$ cat src/hdl/adef_pkg.sv
package adef_pkg;

  localparam int unsigned ID_W    = 32;
  localparam int unsigned AGE_W   = 17;
  localparam int unsigned LIMIT_W = 16;

  localparam logic [AGE_W-1:0] AGE_MAX = {AGE_W{1'b1}};

  localparam logic OP_CHECK = 1'b0;
  localparam logic OP_TICK  = 1'b1;

  typedef struct packed {
    logic              valid;
    logic [ID_W-1:0]   id;
    logic [AGE_W-1:0]  age;
  } entry_t;

  localparam int unsigned ENTRY_W = $bits(entry_t);

  typedef struct packed {
    logic clear_wr;
    logic start;
    logic issue;
    logic commit;
  } ctrl_t;

  typedef struct packed {
    logic cnt_last;
    logic out_free;
  } stat_t;

endpackage

$ cat src/hdl/adef_ram.sv
module adef_ram #(
  parameter int unsigned WIDTH = 8,
  parameter int unsigned DEPTH = 64,
  localparam int unsigned AW = (DEPTH > 1) ? $clog2(DEPTH) : 1
) (
  input  logic             clk_i,
  input  logic             we_i,
  input  logic [AW-1:0]    waddr_i,
  input  logic [WIDTH-1:0] wdata_i,
  input  logic             re_i,
  input  logic [AW-1:0]    raddr_i,
  output logic [WIDTH-1:0] rdata_o
);

  logic [WIDTH-1:0] mem_q [DEPTH];
  logic [WIDTH-1:0] rdata_q;

  always_ff @(posedge clk_i) begin
    if (we_i) begin
      mem_q[waddr_i] <= wdata_i;
    end
    if (re_i) begin
      rdata_q <= mem_q[raddr_i];
    end
  end

  assign rdata_o = rdata_q;

endmodule

$ cat src/hdl/adef_ctrl.sv
module adef_ctrl (
  input  logic           clk_i,
  input  logic           rst_ni,
  input  logic           in_valid_i,
  output logic           in_ready_o,
  input  adef_pkg::stat_t stat_i,
  output adef_pkg::ctrl_t ctrl_o
);
  import adef_pkg::*;

  typedef enum logic [4:0] {
    ST_CLEAR  = 5'b00001,
    ST_IDLE   = 5'b00010,
    ST_SCAN   = 5'b00100,
    ST_DRAIN  = 5'b01000,
    ST_COMMIT = 5'b10000
  } state_e;

  state_e state_q, state_d;

  always_comb begin
    state_d         = state_q;
    ctrl_o          = '0;
    in_ready_o      = 1'b0;
    case (state_q)
      ST_CLEAR: begin
        ctrl_o.clear_wr = 1'b1;
        if (stat_i.cnt_last) begin
          state_d = ST_IDLE;
        end
      end
      ST_IDLE: begin
        in_ready_o = 1'b1;
        if (in_valid_i) begin
          ctrl_o.start = 1'b1;
          state_d      = ST_SCAN;
        end
      end
      ST_SCAN: begin
        ctrl_o.issue = 1'b1;
        if (stat_i.cnt_last) begin
          state_d = ST_DRAIN;
        end
      end
      ST_DRAIN: begin
        state_d = ST_COMMIT;
      end
      ST_COMMIT: begin
        if (stat_i.out_free) begin
          ctrl_o.commit = 1'b1;
          state_d       = ST_IDLE;
        end
      end
      default: begin
        state_d = ST_CLEAR;
      end
    endcase
  end

  always_ff @(posedge clk_i or negedge rst_ni) begin
    if (!rst_ni) begin
      state_q <= ST_CLEAR;
    end else begin
      state_q <= state_d;
    end
  end

endmodule

$ cat src/hdl/adef_datapath.sv
module adef_datapath #(
  parameter int unsigned TABLE_ENTRIES = 64
) (
  input  logic                          clk_i,
  input  logic                          rst_ni,
  input  adef_pkg::ctrl_t               ctrl_i,
  output adef_pkg::stat_t               stat_o,
  input  logic                          op_i,
  input  logic [adef_pkg::ID_W-1:0]     id_i,
  input  logic                          cfg_we_i,
  input  logic [adef_pkg::LIMIT_W-1:0]  cfg_limit_i,
  output logic                          out_valid_o,
  input  logic                          out_ready_i,
  output logic                          out_is_new_o,
  output logic                          out_table_full_o
);
  import adef_pkg::*;

  localparam int unsigned AW = (TABLE_ENTRIES > 1) ? $clog2(TABLE_ENTRIES) : 1;
  localparam logic [AW-1:0] LAST_IDX = AW'(TABLE_ENTRIES - 1);

  logic [LIMIT_W-1:0] limit_q;
  logic [AW-1:0]      cnt_q, cnt_d;
  logic               dvalid_q;
  logic [AW-1:0]      didx_q;
  logic               op_q;
  logic [ID_W-1:0]    key_q;
  logic               hit_q, hit_d;
  logic               free_q, free_d;
  logic [AW-1:0]      free_idx_q, free_idx_d;
  logic               out_valid_q, out_valid_d;
  logic               is_new_q, full_q;

  logic               we;
  logic [AW-1:0]      waddr;
  entry_t             wentry;
  entry_t             rentry;
  logic [ENTRY_W-1:0] rdata;
  logic [AGE_W-1:0]   age_inc;
  logic               keep;
  logic               res_new, res_full;

  adef_ram #(
    .WIDTH (ENTRY_W),
    .DEPTH (TABLE_ENTRIES)
  ) u_ram (
    .clk_i   (clk_i),
    .we_i    (we),
    .waddr_i (waddr),
    .wdata_i (wentry),
    .re_i    (ctrl_i.issue),
    .raddr_i (cnt_q),
    .rdata_o (rdata)
  );

  assign rentry = entry_t'(rdata);
  assign age_inc = (rentry.age == AGE_MAX) ? rentry.age : rentry.age + 1'b1;
  assign keep = (age_inc <= {{(AGE_W-LIMIT_W){1'b0}}, limit_q});

  assign stat_o.cnt_last = (cnt_q == LAST_IDX);
  assign stat_o.out_free = !out_valid_q || out_ready_i;

  assign res_new  = (op_q == OP_CHECK) && !hit_q;
  assign res_full = res_new && !free_q;

  always_comb begin
    cnt_d = cnt_q;
    if (ctrl_i.start) begin
      cnt_d = '0;
    end else if (ctrl_i.clear_wr || ctrl_i.issue) begin
      cnt_d = stat_o.cnt_last ? '0 : cnt_q + 1'b1;
    end
  end

  always_comb begin
    hit_d      = hit_q;
    free_d     = free_q;
    free_idx_d = free_idx_q;
    if (ctrl_i.start) begin
      hit_d  = 1'b0;
      free_d = 1'b0;
    end else if (dvalid_q && (op_q == OP_CHECK)) begin
      if (rentry.valid) begin
        if (rentry.id == key_q) begin
          hit_d = 1'b1;
        end
      end else if (!free_q) begin
        free_d     = 1'b1;
        free_idx_d = didx_q;
      end
    end
  end

  // write port: clearing pass, new entry, tick writeback
  always_comb begin
    we     = 1'b0;
    waddr  = didx_q;
    wentry = '0;
    if (ctrl_i.clear_wr) begin
      we    = 1'b1;
      waddr = cnt_q;
    end else if (ctrl_i.commit) begin
      we           = res_new && free_q;
      waddr        = free_idx_q;
      wentry.valid = 1'b1;
      wentry.id    = key_q;
      wentry.age   = '0;
    end else if (dvalid_q && (op_q == OP_TICK) && rentry.valid) begin
      we           = 1'b1;
      waddr        = didx_q;
      wentry.valid = keep;
      wentry.id    = rentry.id;
      wentry.age   = age_inc;
    end
  end

  always_comb begin
    out_valid_d = out_valid_q;
    if (ctrl_i.commit) begin
      out_valid_d = 1'b1;
    end else if (out_ready_i) begin
      out_valid_d = 1'b0;
    end
  end

  always_ff @(posedge clk_i or negedge rst_ni) begin
    if (!rst_ni) begin
      limit_q     <= '0;
      cnt_q       <= '0;
      dvalid_q    <= 1'b0;
      hit_q       <= 1'b0;
      free_q      <= 1'b0;
      out_valid_q <= 1'b0;
    end else begin
      if (cfg_we_i) begin
        limit_q <= cfg_limit_i;
      end
      cnt_q       <= cnt_d;
      dvalid_q    <= ctrl_i.issue;
      hit_q       <= hit_d;
      free_q      <= free_d;
      out_valid_q <= out_valid_d;
    end
  end

  always_ff @(posedge clk_i) begin
    didx_q     <= cnt_q;
    free_idx_q <= free_idx_d;
    if (ctrl_i.start) begin
      op_q  <= op_i;
      key_q <= id_i;
    end
    if (ctrl_i.commit) begin
      is_new_q <= res_new;
      full_q   <= res_full;
    end
  end

  assign out_valid_o      = out_valid_q;
  assign out_is_new_o     = is_new_q;
  assign out_table_full_o = full_q;

endmodule

$ cat src/hdl/aging_duplicate_event_filter.sv
// channel   direction  payload
// s_axis    in         tdata: event_identifier[31:0]; tuser: operation
// m_axis    out        tdata: is_new, table_full, zero fill to 8 bits
// cfg       in         data: record_time_limit[15:0]
//
// after reset a clearing pass writes every table entry before s_axis_tready rises
// each item is accepted, then read out one table entry at a time through the ram port,
// then passes drain and commit; a new item is taken only once commit is done
// the result sits in an output register; a stalled m_axis holds the next item in commit
// configuration writes are taken every cycle
module aging_duplicate_event_filter #(
  parameter int unsigned TABLE_ENTRIES = 64
) (
  input  logic        clk_i,
  input  logic        rst_ni,
  input  logic        s_axis_tvalid,
  output logic        s_axis_tready,
  input  logic [31:0] s_axis_tdata,   // event_identifier
  input  logic [0:0]  s_axis_tuser,   // operation
  output logic        m_axis_tvalid,
  input  logic        m_axis_tready,
  output logic [7:0]  m_axis_tdata,   // is_new, table_full, zero fill
  input  logic        cfg_valid_i,
  output logic        cfg_ready_o,
  input  logic [15:0] cfg_data_i
);
  import adef_pkg::*;

  ctrl_t ctrl;
  stat_t stat;
  logic  is_new, table_full;

  assign cfg_ready_o = 1'b1;

  adef_ctrl u_ctrl (
    .clk_i      (clk_i),
    .rst_ni     (rst_ni),
    .in_valid_i (s_axis_tvalid),
    .in_ready_o (s_axis_tready),
    .stat_i     (stat),
    .ctrl_o     (ctrl)
  );

  adef_datapath #(
    .TABLE_ENTRIES (TABLE_ENTRIES)
  ) u_datapath (
    .clk_i            (clk_i),
    .rst_ni           (rst_ni),
    .ctrl_i           (ctrl),
    .stat_o           (stat),
    .op_i             (s_axis_tuser[0]),
    .id_i             (s_axis_tdata),
    .cfg_we_i         (cfg_valid_i),
    .cfg_limit_i      (cfg_data_i),
    .out_valid_o      (m_axis_tvalid),
    .out_ready_i      (m_axis_tready),
    .out_is_new_o     (is_new),
    .out_table_full_o (table_full)
  );

  assign m_axis_tdata = {6'b0, table_full, is_new};

endmodule

$ cat config.mk
export PLATFORM = sky130hd
export DESIGN_NAME = aging_duplicate_event_filter
export DESIGN_NICKNAME = d
export VERILOG_FILES = /design/src/hdl/adef_pkg.sv /design/src/hdl/adef_ram.sv /design/src/hdl/adef_ctrl.sv /design/src/hdl/adef_datapath.sv /design/src/hdl/aging_duplicate_event_filter.sv
export SDC_FILE = /design/constraint.sdc
export NUM_CORES = 2
export LEC_CHECK = 0
export ABC_AREA = 1
export BUFFER_PORTS_ARGS = -buffer_cell sky130_fd_sc_hd__buf_2
export CORE_MARGIN = 3
export CORE_UTILIZATION = 25
export DETAILED_ROUTE_END_ITERATION = 7
export HOLD_SLACK_MARGIN = 0.12
export PLACE_DENSITY = 0.43
export SYNTH_ARGS = -nofsm -noshare
export SYNTH_HDL_FRONTEND = slang
export SYNTH_SLANG_ARGS = --single-unit
$ cat constraint.sdc
create_clock -name clk_i -period 9.3 [get_ports clk_i]
set_clock_uncertainty 0.1 [all_clocks]
set_input_delay 0 -clock clk_i [delete_from_list [all_inputs] [get_ports clk_i]]
set_output_delay 0 -clock clk_i [all_outputs]
set_load 0.1 [all_outputs]
==> results_dict.tcl <==
set metrics [dict create \
    core_area_um2 530000 \
    status "finished, final reports clean" \
    numCtsBuffers 376 \
    drv_slew 0 \
    power_mw 45.8 \
    synthAdderAreaFrac_pct 0.169 \
    gp_congestion 0.793 \
    first_global_vias 83000 \
    synth_seq_cells 3328 \
    synth_top_area_share_pct 74.0 \
    layout_min_cycle_time_ps 5140 \
    synth_top_family_by_area "simple AND/OR/NAND/NOR gates" \
    synthTopCellsByArea "edfxtp_1, nand2_1, nand3_1" \
    maxSlewHeadroom_pct 15.6 \
    hold_viol_final 0 \
    grt_pass1_wl_um 651000 \
    grt.overflow.total 0 \
    hold_slack_ps 228 \
    syn2layout_area_growth_pct 16.3 \
    final-setup-viol-count 0 \
    fill_cells 53800 \
    dp_hpwl_um 234000 \
    power_density_nw_per_um2 295 \
    syn_area_um2 133000 \
    netlist_instances 10700 \
    postRouteAntennaNets 0 \
    max_freq_ghz 0.195 \
    start_util_pct 25.2 \
    die_w_um 737 \
    path_max_fanout 25 \
    cts_tree "yes" \
    gr-usage-all-layers_pct 16.5 \
    min_path_type "input port to flop" \
    nets 10900 \
    clock_sinks 3328 \
    required_ps 9770 \
    cap_violations 0 \
    arrival_ps 5610 \
    start_kind "flop" \
    viasPerCell 4.77 \
    crit_type "flop to flop" \
    setup_tns_ps 0 \
    synth_xor_area_share_pct 0.223 \
    synth_cell_type_count 48 \
    wire_per_inst_um 25.5 \
    drc 0 \
    fin_crit_sh_pct 55.3 \
    dr.pass1.iters 5 \
    cts_buffer_depth 4 \
    wl_um 462000 \
    die_h_um 737 \
    synth-seq-area-share_pct 74.7 \
    clk_pin_slew_ps 60 \
    pin_count 65 \
    insertion_delay_ps 950 \
    avgSynthCellArea_um2 12.4 \
    worst_ir_drop_vdd_mv 0.565 \
    drt_iter0_markers 8507 \
    ys.warnings.count 0 \
    synth-simple-area-share_pct 16.0 \
    muxShareOfSynthArea_pct 0.00844 \
    drive_gt1_share_pct 8.69 \
    rows 267 \
    synth_area_leader_cell "edfxtp_1" \
    end_kind "flop" \
    cts.repair.resized 0 \
    die_area_um2 543000 \
    cts_root_buf "clkbuf_16" \
    port_buffers 57 \
    rsz0062_at_grt "no" \
    vias 86500 \
    tightest_slew_ps 1270 \
    htree_num_levels 5 \
    antenna_found_initial 18 \
    synth_compound_area_share_pct 6.13 \
    grt_max_degree 165 \
    p_leak_nw 53.4 \
]
metal layers:
| metal | global-route usage, % | share of wire [%] | up-vias |
|---|---|---|---|
| met4 | 3.84 | 2.4 | 0 |
| met1 | 23.2 | 45 | 44600 |
| met2 | 27.1 | 47 | 2442 |
| li1 | - | - | 39000 |
| met3 | 1.86 | 5.0 | 529 |
| met5 | 0 | 0 | - |
cell families (layout without fill, tap and decap cells):
logic type / Yosys count / count (layout)
other: 2 / 11
xor gates and xnor gates: 34 / 34
AOI/OAI and AO/OA: 1401 / 1401
and+or+nand+nor: 5109 / 5109
adders and majority gates: 18 / 18
DFF: 3328 / 3328
buffers and inverters: 843 / 1251
muxes: 1 / 1
state kept, by name, indices dropped and copies added (netlist names):
signal,count
u_datapath.free_q,1
u_datapath.key_q,32
u_datapath.free_idx_q,6
u_datapath.hit_q,1
u_datapath.didx_q,6
u_datapath.u_ram.rdata_o,50
u_datapath.u_ram.mem_q,3200
u_datapath.op_q,1
u_datapath.out_table_full_o,1
u_datapath.limit_q,16
u_datapath.out_valid_o,1
u_ctrl.state_q,5
u_datapath.out_is_new_o,1
u_datapath.cnt_q,6
u_datapath.dvalid_q,1
cells in the mapped netlist, drive strengths merged:
cell type and count:
o22ai 10, xor2 18, nand3 1604, o221ai 43, o211ai 339, ha 18
a21oi 106, buf 381, nor4 1, a21o 1, and2 1, mux2 1
nand4 14, or2 2, nand3b 3, dfxtp 6, o21bai 1, o32ai 1
conb 2, a22o 22, edfxtp 3291, clkinv 3, dfrtp 30, o31ai 5
clkbuf 335, xnor2 16, o21ai 867, dfstp 1, nor2 1242, nor3 16
o21a 4, nor3b 1, a211oi 2, nand2 2225, inv 124
stage by stage:
step           setup WS (ps)  utilization, %  instances  area [um2]
2_1_floorplan           3980               -      10700      133000
3_3_place_gp            4220            26.9      17300      142000
3_5_place_dp            4270            26.9      17300      142000
4_1_cts                 4190            29.3      18100      155000
5_1_grt                 3830            29.3      18100      155000
6_report                4160            29.3      18100      155000
critical path: stages, from the launching register on:
cell and delay [ps]:
dfrtp_1 400, nor2_2 200, nand3_2 170, nor2_4 240, buf_4 420, nand2_1 90, nand3_1 110, o21ai_2 140
nor2_2 260, nand3_2 370, nor2_4 1020, buf_4 570, buf_4 560
path summary, 6_finish.rpt:
| kind | from | endpoint | slack [ps] | cells after the start |
|---|---|---|---|---|
| max | u_ctrl.state_q[1] | u_datapath.u_ram.mem_q[23][36] | 4160 | 12 |
| max in group asynchronous | rst_ni | u_datapath.limit_q[7] | 7970 | 6 |
| min reg2reg | u_datapath.didx_q[5] | u_datapath.free_idx_q[5] | 330 | 0 |
| min in group asynchronous | rst_ni | u_datapath.free_q | 680 | 5 |
| max reg2reg | u_ctrl.state_q[1] | u_datapath.u_ram.mem_q[23][36] | 4160 | 12 |
| min | s_axis_tdata[18] | u_datapath.key_q[18] | 230 | 3 |
cell type report:
type	count	area, um2	area share, %
multi-input cells	6570	31000	19.9
clock buffers	492	10100	6.48
repair buffers	451	3910	2.52
diodes	4	10.0	0.00645
well taps	6994	8750	5.64
flip-flops and latches	3328	99700	64.2
clock inverters	181	1310	0.845
inverters	127	518	0.334
layout by cell type, fill, tap and decap left out, types with 26 or more instances in the layout:
master,count
edfxtp_1,3291
nand2_1,2220
nand3_1,1593
nor2_1,1165
o21ai_0,839
clkbuf_16,381
o211ai_1,339
buf_4,230
dlygate4sd3_1,138
inv_1,113
clkbuf_1,100
a21oi_1,96
clkinv_1,89
nor2_4,72
buf_2,57
clkinv_2,54
o221ai_1,43
buf_12,26
what timing repair did:
item                      CTS  global route
buffers inserted            0             0
hold buffers              139             0
hold endpoints to repair   97             0
power by group:
part,internal (mW),total [mW],leakage [nW],switching (mW)
clock,7.89,14.0,5.56,6.13
sequential,17.2,17.5,32.2,0.310
combinational,3.63,14.3,15.6,10.7
Power figures use the tool's default switching activity.
